**src/rtl/jsu_pkg.sv**
```systemverilog
// Shared types and constants for the JSON string unescape block.
// Holds the decoder mode encoding, result codes and the result group types.
// No dependencies.
`timescale 1ns / 1ps
`default_nettype none

package jsu_pkg;

   typedef enum logic [3:0] {
      MODE_IDLE     = 4'd0,
      MODE_BODY     = 4'd1,
      MODE_ESC      = 4'd2,
      MODE_HEX      = 4'd3,
      MODE_PAIR_BS  = 4'd4,
      MODE_PAIR_U   = 4'd5,
      MODE_PAIR_HEX = 4'd6
   } mode_type;

   localparam logic [1:0] KIND_BYTE  = 2'd0;
   localparam logic [1:0] KIND_END   = 2'd1;
   localparam logic [1:0] KIND_ERROR = 2'd2;

   localparam logic [2:0] ERR_NONE       = 3'd0;
   localparam logic [2:0] ERR_NO_QUOTE   = 3'd1;
   localparam logic [2:0] ERR_UNTERM     = 3'd2;
   localparam logic [2:0] ERR_BAD_ESC    = 3'd3;
   localparam logic [2:0] ERR_BAD_HEX    = 3'd4;
   localparam logic [2:0] ERR_BAD_CP     = 3'd5;
   localparam logic [2:0] ERR_BAD_PAIR   = 3'd6;

   localparam logic [7:0] CHAR_NUL       = 8'h00;
   localparam logic [7:0] CHAR_QUOTE     = 8'h22;
   localparam logic [7:0] CHAR_BACKSLASH = 8'h5C;
   localparam logic [7:0] CHAR_SLASH     = 8'h2F;
   localparam logic [7:0] CHAR_B         = 8'h62;
   localparam logic [7:0] CHAR_F         = 8'h66;
   localparam logic [7:0] CHAR_N         = 8'h6E;
   localparam logic [7:0] CHAR_R         = 8'h72;
   localparam logic [7:0] CHAR_T         = 8'h74;
   localparam logic [7:0] CHAR_U         = 8'h75;
   localparam logic [7:0] CHAR_BS_CTL    = 8'h08;
   localparam logic [7:0] CHAR_FF_CTL    = 8'h0C;
   localparam logic [7:0] CHAR_LF_CTL    = 8'h0A;
   localparam logic [7:0] CHAR_CR_CTL    = 8'h0D;
   localparam logic [7:0] CHAR_TAB_CTL   = 8'h09;

   localparam int unsigned MAX_RESULTS = 4;

   typedef struct packed {
      logic [7:0] out_byte;
      logic [1:0] kind;
      logic [2:0] error_code;
      logic       last;
   } result_type;

   // One input byte's worth of results, oldest in slot zero.
   typedef struct packed {
      logic [2:0]                         count;
      result_type [MAX_RESULTS-1:0]       items;
   } group_type;

endpackage

`default_nettype wire

```
**src/rtl/jsu_decode.sv**
```systemverilog
// Decoder state and per-byte decode logic for the JSON string unescape block.
// Produces the group of results for one byte. Depends on jsu_pkg.
`timescale 1ns / 1ps
`default_nettype none

module jsu_decode (
   input  wire logic             clock,
   input  wire logic             reset,
   input  wire logic             fire,
   input  wire logic [7:0]       in_byte,
   output jsu_pkg::group_type    group
);

   jsu_pkg::mode_type mode_ff, mode_in;
   logic [15:0] hex_ff, hex_in;
   logic [1:0]  digits_ff, digits_in;
   logic [9:0]  high_ff, high_in;

   logic        err;
   logic [2:0]  err_code;
   logic        emit_one;
   logic [1:0]  one_kind;
   logic [7:0]  one_byte;
   logic        emit_cp;
   logic [20:0] cp;
   logic        nib_ok;
   logic [3:0]  nib;
   logic [15:0] hex_next;
   logic [20:0] pair_cp;

   function automatic jsu_pkg::result_type mk(input logic [7:0] b, input logic [1:0] k,
                                              input logic [2:0] e);
      jsu_pkg::result_type r;
      r.out_byte   = b;
      r.kind       = k;
      r.error_code = e;
      r.last       = 1'b0;
      return r;
   endfunction

   always_comb begin
      nib_ok = 1'b1;
      nib    = 4'd0;
      if (in_byte inside {[8'h30:8'h39]}) begin
         nib = in_byte[3:0];
      end else if (in_byte inside {[8'h41:8'h46], [8'h61:8'h66]}) begin
         nib = in_byte[3:0] + 4'd9;
      end else begin
         nib_ok = 1'b0;
      end
   end

   assign hex_next = {hex_ff[11:0], nib};
   assign pair_cp  = 21'h10000 + {1'b0, high_ff, hex_next[9:0]};

   always_comb begin
      mode_in   = mode_ff;
      hex_in    = hex_ff;
      digits_in = digits_ff;
      high_in   = high_ff;
      err       = 1'b0;
      err_code  = jsu_pkg::ERR_NONE;
      emit_one  = 1'b0;
      one_kind  = jsu_pkg::KIND_BYTE;
      one_byte  = 8'd0;
      emit_cp   = 1'b0;
      cp        = 21'd0;

      if (!(mode_ff inside {[jsu_pkg::MODE_BODY : jsu_pkg::MODE_PAIR_HEX]})) begin
         // Idle, and any unused encoding behaves as idle.
         if (in_byte != jsu_pkg::CHAR_QUOTE) begin
            err      = 1'b1;
            err_code = jsu_pkg::ERR_NO_QUOTE;
         end else begin
            mode_in = jsu_pkg::MODE_BODY;
         end
      end else if (in_byte == jsu_pkg::CHAR_NUL) begin
         err      = 1'b1;
         err_code = jsu_pkg::ERR_UNTERM;
      end else begin
         case (mode_ff)
            jsu_pkg::MODE_BODY: begin
               if (in_byte == jsu_pkg::CHAR_QUOTE) begin
                  mode_in  = jsu_pkg::MODE_IDLE;
                  emit_one = 1'b1;
                  one_kind = jsu_pkg::KIND_END;
               end else if (in_byte == jsu_pkg::CHAR_BACKSLASH) begin
                  mode_in = jsu_pkg::MODE_ESC;
               end else begin
                  emit_one = 1'b1;
                  one_byte = in_byte;
               end
            end
            jsu_pkg::MODE_ESC: begin
               mode_in  = jsu_pkg::MODE_BODY;
               emit_one = 1'b1;
               case (in_byte)
                  jsu_pkg::CHAR_QUOTE:     one_byte = jsu_pkg::CHAR_QUOTE;
                  jsu_pkg::CHAR_BACKSLASH: one_byte = jsu_pkg::CHAR_BACKSLASH;
                  jsu_pkg::CHAR_SLASH:     one_byte = jsu_pkg::CHAR_SLASH;
                  jsu_pkg::CHAR_B:         one_byte = jsu_pkg::CHAR_BS_CTL;
                  jsu_pkg::CHAR_F:         one_byte = jsu_pkg::CHAR_FF_CTL;
                  jsu_pkg::CHAR_N:         one_byte = jsu_pkg::CHAR_LF_CTL;
                  jsu_pkg::CHAR_R:         one_byte = jsu_pkg::CHAR_CR_CTL;
                  jsu_pkg::CHAR_T:         one_byte = jsu_pkg::CHAR_TAB_CTL;
                  jsu_pkg::CHAR_U: begin
                     emit_one  = 1'b0;
                     mode_in   = jsu_pkg::MODE_HEX;
                     hex_in    = 16'd0;
                     digits_in = 2'd0;
                  end
                  default: begin
                     emit_one = 1'b0;
                     err      = 1'b1;
                     err_code = jsu_pkg::ERR_BAD_ESC;
                  end
               endcase
            end
            jsu_pkg::MODE_HEX, jsu_pkg::MODE_PAIR_HEX: begin
               if (!nib_ok) begin
                  err      = 1'b1;
                  err_code = (mode_ff == jsu_pkg::MODE_HEX) ? jsu_pkg::ERR_BAD_HEX
                                                           : jsu_pkg::ERR_BAD_PAIR;
               end else if (digits_ff != 2'd3) begin
                  hex_in    = hex_next;
                  digits_in = digits_ff + 2'd1;
               end else begin
                  hex_in    = 16'd0;
                  digits_in = 2'd0;
                  if (mode_ff == jsu_pkg::MODE_HEX) begin
                     if (hex_next == 16'd0 || hex_next inside {[16'hDC00:16'hDFFF]}) begin
                        err      = 1'b1;
                        err_code = jsu_pkg::ERR_BAD_CP;
                     end else if (hex_next inside {[16'hD800:16'hDBFF]}) begin
                        high_in = hex_next[9:0];
                        mode_in = jsu_pkg::MODE_PAIR_BS;
                     end else begin
                        mode_in = jsu_pkg::MODE_BODY;
                        emit_cp = 1'b1;
                        cp      = {5'd0, hex_next};
                     end
                  end else begin
                     if (!(hex_next inside {[16'hDC00:16'hDFFF]})) begin
                        err      = 1'b1;
                        err_code = jsu_pkg::ERR_BAD_PAIR;
                     end else begin
                        high_in = 10'd0;
                        mode_in = jsu_pkg::MODE_BODY;
                        emit_cp = 1'b1;
                        cp      = pair_cp;
                     end
                  end
               end
            end
            jsu_pkg::MODE_PAIR_BS: begin
               if (in_byte != jsu_pkg::CHAR_BACKSLASH) begin
                  err      = 1'b1;
                  err_code = jsu_pkg::ERR_BAD_PAIR;
               end else begin
                  mode_in = jsu_pkg::MODE_PAIR_U;
               end
            end
            default: begin
               // Waiting for the 'u' of the low surrogate escape.
               if (in_byte != jsu_pkg::CHAR_U) begin
                  err      = 1'b1;
                  err_code = jsu_pkg::ERR_BAD_PAIR;
               end else begin
                  mode_in   = jsu_pkg::MODE_PAIR_HEX;
                  hex_in    = 16'd0;
                  digits_in = 2'd0;
               end
            end
         endcase
      end

      if (err) begin
         mode_in   = jsu_pkg::MODE_IDLE;
         hex_in    = 16'd0;
         digits_in = 2'd0;
         high_in   = 10'd0;
      end
   end

   // Result group assembly, including the UTF-8 encoder.
   always_comb begin
      group.count = 3'd0;
      for (int i = 0; i < jsu_pkg::MAX_RESULTS; i++) begin
         group.items[i] = mk(8'd0, jsu_pkg::KIND_BYTE, jsu_pkg::ERR_NONE);
      end
      if (err) begin
         group.count    = 3'd1;
         group.items[0] = mk(8'd0, jsu_pkg::KIND_ERROR, err_code);
      end else if (emit_one) begin
         group.count    = 3'd1;
         group.items[0] = mk(one_byte, one_kind, jsu_pkg::ERR_NONE);
      end else if (emit_cp) begin
         if (cp < 21'h80) begin
            group.count    = 3'd1;
            group.items[0] = mk(cp[7:0], jsu_pkg::KIND_BYTE, jsu_pkg::ERR_NONE);
         end else if (cp < 21'h800) begin
            group.count    = 3'd2;
            group.items[0] = mk({3'b110, cp[10:6]}, jsu_pkg::KIND_BYTE, jsu_pkg::ERR_NONE);
            group.items[1] = mk({2'b10, cp[5:0]}, jsu_pkg::KIND_BYTE, jsu_pkg::ERR_NONE);
         end else if (cp < 21'h10000) begin
            group.count    = 3'd3;
            group.items[0] = mk({4'b1110, cp[15:12]}, jsu_pkg::KIND_BYTE, jsu_pkg::ERR_NONE);
            group.items[1] = mk({2'b10, cp[11:6]}, jsu_pkg::KIND_BYTE, jsu_pkg::ERR_NONE);
            group.items[2] = mk({2'b10, cp[5:0]}, jsu_pkg::KIND_BYTE, jsu_pkg::ERR_NONE);
         end else begin
            group.count    = 3'd4;
            group.items[0] = mk({5'b11110, cp[20:18]}, jsu_pkg::KIND_BYTE, jsu_pkg::ERR_NONE);
            group.items[1] = mk({2'b10, cp[17:12]}, jsu_pkg::KIND_BYTE, jsu_pkg::ERR_NONE);
            group.items[2] = mk({2'b10, cp[11:6]}, jsu_pkg::KIND_BYTE, jsu_pkg::ERR_NONE);
            group.items[3] = mk({2'b10, cp[5:0]}, jsu_pkg::KIND_BYTE, jsu_pkg::ERR_NONE);
         end
      end
      for (int i = 0; i < jsu_pkg::MAX_RESULTS; i++) begin
         group.items[i].last = (group.count == 3'(i + 1));
      end
   end

   always_ff @(posedge clock) begin
      if (reset) begin
         mode_ff   <= jsu_pkg::MODE_IDLE;
         hex_ff    <= 16'd0;
         digits_ff <= 2'd0;
         high_ff   <= 10'd0;
      end else if (fire) begin
         mode_ff   <= mode_in;
         hex_ff    <= hex_in;
         digits_ff <= digits_in;
         high_ff   <= high_in;
      end
   end

endmodule

`default_nettype wire

```
**src/rtl/jsu_serializer.sv**
```systemverilog
// Result register for the JSON string unescape block: holds one group of
// up to four results and hands them out one per transaction. Depends on jsu_pkg.
`timescale 1ns / 1ps
`default_nettype none

module jsu_serializer (
   input  wire logic             clock,
   input  wire logic             reset,
   input  wire logic             group_valid,
   input  wire jsu_pkg::group_type group,
   output logic                  group_ready,
   output logic                  rsp_valid,
   input  wire logic             rsp_ready,
   output jsu_pkg::result_type   rsp_item
);

   logic [2:0] count_ff, count_in;
   logic [1:0] index_ff, index_in;
   jsu_pkg::result_type [jsu_pkg::MAX_RESULTS-1:0] items_ff, items_in;
   logic pop;
   logic draining;
   logic load;

   assign rsp_valid   = (count_ff != 3'd0);
   assign rsp_item    = items_ff[index_ff];
   assign pop         = rsp_valid && rsp_ready;
   // The last held result leaves this cycle, so a new group may take its place.
   assign draining    = pop && ({1'b0, index_ff} == (count_ff - 3'd1));
   assign group_ready = !rsp_valid || draining;
   assign load        = group_valid && group_ready;

   always_comb begin
      count_in = count_ff;
      index_in = index_ff;
      items_in = items_ff;
      if (load) begin
         count_in = group.count;
         index_in = 2'd0;
         items_in = group.items;
      end else if (draining) begin
         count_in = 3'd0;
         index_in = 2'd0;
      end else if (pop) begin
         index_in = index_ff + 2'd1;
      end
   end

   always_ff @(posedge clock) begin
      if (reset) begin
         count_ff <= 3'd0;
         index_ff <= 2'd0;
      end else begin
         count_ff <= count_in;
         index_ff <= index_in;
      end
      items_ff <= items_in;
   end

endmodule

`default_nettype wire

```
**src/rtl/json_string_unescape_utf8.sv**
```systemverilog
// Top level of the JSON string unescape block: input register, decoder and
// result serializer. Depends on jsu_pkg, jsu_decode and jsu_serializer.
//
//   Channel   Direction  Handshake              Payload
//   req_      in         req_valid / req_ready  req_in_byte (8 bits)
//   rsp_      out        rsp_valid / rsp_ready  rsp_out_byte, rsp_kind,
//                                               rsp_error_code, rsp_last
//
// Each accepted byte is held in the input register and is decoded
// from there into a group of zero to four results held in the result
// register. Bytes that give at most one result stream at one per cycle
// while rsp_ready is held; a byte that gives n results holds the result
// register until all n are taken, so the result port sets the rate.
// Reset is synchronous and returns the decoder to idle, waiting for a quote.
// A stalled result port fills the result register, then the input register,
// and then req_ready drops; nothing is lost or repeated.
`timescale 1ns / 1ps
`default_nettype none

module json_string_unescape_utf8 (
   input  wire logic       clock,
   input  wire logic       reset,
   input  wire logic       req_valid,
   output logic            req_ready,
   input  wire logic [7:0] req_in_byte,
   output logic            rsp_valid,
   input  wire logic       rsp_ready,
   output logic [7:0]      rsp_out_byte,
   output logic [1:0]      rsp_kind,
   output logic [2:0]      rsp_error_code,
   output logic            rsp_last
);

   logic       in_valid_ff;
   logic [7:0] in_byte_ff;
   logic       group_ready;
   logic       advance;
   jsu_pkg::group_type  group;
   jsu_pkg::result_type rsp_item;

   // The held byte is decoded in the cycle that the result register can take
   // its group; the decoder state moves at that same edge.
   assign advance   = in_valid_ff && group_ready;
   assign req_ready = !in_valid_ff || advance;

   always_ff @(posedge clock) begin
      if (reset) begin
         in_valid_ff <= 1'b0;
      end else if (req_ready) begin
         in_valid_ff <= req_valid;
      end
      if (req_valid && req_ready) begin
         in_byte_ff <= req_in_byte;
      end
   end

   jsu_decode u_decode (
      .clock   (clock),
      .reset   (reset),
      .fire    (advance),
      .in_byte (in_byte_ff),
      .group   (group)
   );

   jsu_serializer u_serializer (
      .clock       (clock),
      .reset       (reset),
      .group_valid (in_valid_ff),
      .group       (group),
      .group_ready (group_ready),
      .rsp_valid   (rsp_valid),
      .rsp_ready   (rsp_ready),
      .rsp_item    (rsp_item)
   );

   assign rsp_out_byte   = rsp_item.out_byte;
   assign rsp_kind       = rsp_item.kind;
   assign rsp_error_code = rsp_item.error_code;
   assign rsp_last       = rsp_item.last;

endmodule

`default_nettype wire
```
**config.mk**
```make
export PLATFORM = sky130hd
export DESIGN_NAME = json_string_unescape_utf8
export DESIGN_NICKNAME = d
export VERILOG_FILES = /design/src/rtl/jsu_pkg.sv /design/src/rtl/jsu_decode.sv /design/src/rtl/jsu_serializer.sv /design/src/rtl/json_string_unescape_utf8.sv
export SDC_FILE = /design/constraint.sdc
export NUM_CORES = 1
export LEC_CHECK = 0
export BUFFER_PORTS_ARGS = -buffer_cell sky130_fd_sc_hd__buf_4
export CAP_MARGIN = 25
export CORE_UTILIZATION = 40
export CTS_CLUSTER_DIAMETER = 120
export CTS_CLUSTER_SIZE = 16
export DETAILED_ROUTE_END_ITERATION = 12
export PLACE_DENSITY = 0.6
export SYNTH_ARGS = -nofsm -noshare
export SYNTH_HDL_FRONTEND = slang
export SYNTH_SLANG_ARGS = --single-unit
export TNS_END_PERCENT = 50
```
**constraint.sdc**
```tcl
create_clock -name clock -period 5.7 [get_ports clock]
set_clock_uncertainty 0.15 [all_clocks]
set_input_delay 0.285 -clock clock [delete_from_list [all_inputs] [get_ports clock]]
set_output_delay 0.285 -clock clock [all_outputs]
set_load 0.05 [all_outputs]
```
==> impl_metrics.py <==
metrics = {
    "run_status": {
        "status": "complete, but fails checks",
        "violations": "design-rule violations",
    },
    "placed_design": {
        "hpwl_mm": 9.48,
        "io_buffers": 27,
        "gp_congestion": 0.908,
        "placed_area_um2": 5030,
    },
    "setup_path": {
        "crit_family": "compound AO/OA/AOI/OAI gates",
        "crit_slowest_cell": "nand2_1",
        "startpoint": "in_byte_ff[0]",
        "critical_path_cell_count": 10,
        "reg2reg_to": "u_serializer.items_ff[10]",
        "path_cells": "inv_1 > ha_1 > or4b_4 > o2111a_2 > o31a_1 > nand2_1 > inv_2 > a221o_1 > a31oi_1 > o21ai_1",
        "path_class": "register to register",
        "worst-path-buf-inv": 2,
        "arrival_ns": 3.95,
        "crit_path_start_kind": "register",
        "r2r_setup_slack_ns": 1.68,
        "required_ns": 5.64,
        "crit_fanout": 21,
        "regToRegStartpoint": "in_byte_ff[0]",
        "critical-path-max-stage-delay_ns": 0.55,
        "rr_worst_depth": 10,
        "crit_end": "u_serializer.items_ff[10]",
        "end_kind": "register",
    },
    "clock_network": {
        "clock_path_buffers": 2,
        "hold_buffers": 8,
        "postCtsResizedCells": 0,
        "cts_buffers": 9,
        "insertion_delay_ns": 0.35,
        "postCtsSetupRepairBufs": 0,
        "cts.sinks": 79,
        "cts-root-buf": "clkbuf_16",
        "cts_tree": "built",
        "ctsHtreeMaxLevel": 3,
        "clk_transition_reported_paths_ns": 0.06,
    },
    "routing": {
        "vias": 3939,
        "dr.first_iter.drc_count": 327,
        "postRouteAntennaNets": 0,
        "post_drt_wl_per_cell_um": 20.2,
        "dr.pass1.iters": 9,
        "drc": 10,
        "wl_mm": 12.9,
        "via_per_inst": 6.17,
    },
    "timing": {
        "slew_headroom_pct": 43.3,
        "grt_setup_unrepaired": "no",
        "worst_pin_slew_ns": 0.847,
        "finalHoldViolCount": 0,
        "period_minus_slack_ns": 4.02,
        "setup_viol": 0,
        "slew_viol_final": 0,
        "finalCritPeriodShare_pct": 70.4,
        "fmax_ghz": 0.249,
        "tns_ns": 0,
    },
    "power_and_ir_drop": {
        "vdd_drop_max_mv": 0.131,
        "p_per_area_nw_per_um2": 249,
        "power_leakage_nw": 1.95,
    },
    "global_routing": {
        "grt_pass1_wl_mm": 20.7,
        "antenna_found_initial": 0,
        "grt_pass1_vias": 3734,
        "grt_use_total_pct": 22.0,
        "grt_overflow": 0,
        "grt_max_degree": 46,
    },
    "yosys": {
        "synth_seq_cells": 79,
        "syn_nets": 489,
        "yosys.area.top_type": "edfxtp_1",
        "syn-cell-area_um2": 4760,
        "synth-main-ff-cell": "edfxtp_1",
        "ys_seq_area_share_pct": 42.9,
        "synthCells": 469,
        "syn_area_per_cell_um2": 10.2,
        "synth_area_leaders": "edfxtp_1 (29%), dfxtp_1 (14%), a22o_1 (4.0%), mux4_2 (3.8%), nor2_1 (3.1%)",
        "synth_edf_count": 46,
        "ys_async_sr_fraction_pct": 0,
        "ys.warnings.count": 0,
        "netlist.area_leader.share_pct": 29.0,
        "synthDistinctLibCells": 88,
    },
    "die": {
        "die_area_um2": 12400,
        "die_height_um": 111,
        "initial_core_util_pct": 41.4,
        "die_x_um": 111,
        "core_um2": 11500,
        "fp-row-count": 39,
        "pin_count": 28,
    },
    "finish": {
        "fin_nets": 510,
        "fillers": 1075,
        "drive_gt1_share_pct": 17.0,
        "area_delta_synth_final_pct": 13.7,
        "post-route-util_pct": 47.0,
        "final_area_um2": 5420,
        "insertedDiodeCount": 0,
    },
    "worst_hold_path": {
        "hp-class": "input pin to register",
    },
    "job": {
        "maxCapViolCount": 0,
    },
}
## worst min path at each step
| stage | from | end | cells after the start |
|---|---|---|---|
| after floorplan | req_in_byte[0] | in_byte_ff[0] | 0 |
| after global placement | u_decode.high_ff[0] | u_decode.high_ff[0] | 1 |
| after detailed placement | req_in_byte[4] | in_byte_ff[4] | 1 |
| after CTS | req_valid | in_valid_ff | 3 |
| after global routing | req_valid | in_valid_ff | 3 |
| final | req_valid | in_valid_ff | 3 |
## metrics by stage
stage	hold WS, ns	power [mW]	std cells	worst slack [ns]
2_1_floorplan	0.234	0.732	469	0.833
3_5_place_dp	0.315	0.770	613	1.78
3_3_place_gp	0.306	0.769	613	1.92
4_1_cts	0.0381	1.36	637	1.75
5_1_grt	0.0666	1.40	638	1.50
6_report	0.0549	1.35	638	1.68
## worst reg2reg max path, delay by kind of cell, from the launching register on
family                   cells  cell delay (ns)
flip-flops                   1             0.53
AO/OA/AOI/OAI                5             1.31
adder cells (fa/ha/maj)      1             0.30
buffers and inverters        2             0.43
AND/OR/NAND/NOR              2             1.05
## synth_stat cells (all sizes together) (5+ instances only)
cell type / number
o31ai: 5
edfxtp: 46
a21o: 7
mux4: 8
dfxtp: 33
o22ai: 5
and2: 12
a211oi: 7
o21ai: 18
xor2: 9
nor3: 22
a22o: 22
clkbuf: 12
and3: 11
a31oi: 10
nor4: 5
ha: 8
nand3: 17
nand2: 36
nor2: 39
mux2i: 7
nand4: 9
a21oi: 12
buf: 15
inv: 15
## routing by layer
metal,GRT usage [%],vias up,wire (µm)
met2,31.9,149,5530
met5,0,-,0
met1,31.0,1893,6150
met4,12.0,0,493
met3,4.10,31,734
li1,-,1866,-
## report_power, final
part	switching [mW]	internal (mW)
clock network	0.233	0.355
registers	0.0165	0.621
logic	0.0807	0.0450
total	0.330	1.02
## cells in the final DEF, fill, tap and decap left out, types with 4 or more instances in the layout
cell           count
a211oi_1           7
a21o_1             7
a21oi_1            9
a22o_1            22
a22oi_1            4
a31oi_1            9
and2_1            12
and3_1            11
buf_4             29
clkbuf_16          9
dfxtp_1           33
dlygate4sd3_1      8
edfxtp_1          46
ha_1               8
inv_1             14
mux2_2             4
mux2i_1            7
mux4_2             8
nand2_1           35
nand3_1           15
nand4_1            8
nor2_1            39
nor3_1            19
nor4_1             4
o21ai_0           14
o22ai_1            5
or3_1              4
xnor2_1            4
xor2_1             9
## registers in the layout, summed over array words and instances, names as in the netlist
name and flops:
u_serializer.items_ff 38, u_decode.hex_ff 12, u_decode.high_ff 10, in_byte_ff 8, u_decode.mode_ff 3, u_serializer.count_ff 3, u_decode.digits_ff 2, u_serializer.index_ff 2
in_valid_ff 1
## cell type report
| cell class | instances | area (µm²) | area share, % |
|---|---|---|---|
| Sequential cell | 79 | 2040 | 37.7 |
| Clock buffer | 12 | 248 | 4.57 |
| Clock inverter | 4 | 51.3 | 0.947 |
| Timing Repair Buffer | 37 | 298 | 5.50 |
| Inverter | 15 | 56.3 | 1.04 |
| Tap cell | 143 | 179 | 3.30 |
| Multi-Input combinational cell | 348 | 2540 | 47.0 |
## cells by family after synthesis
kind of cell,count (synthesis),share of synthesized area [%]
fa+ha+maj,8,2.10
xor+xnor,13,2.39
mux,19,6.20
simple gates,180,21.1
flops,79,42.9
buf+inv,42,3.99
compound gates,128,21.3
No activity file was read; power rests on OpenSTA's default activity.
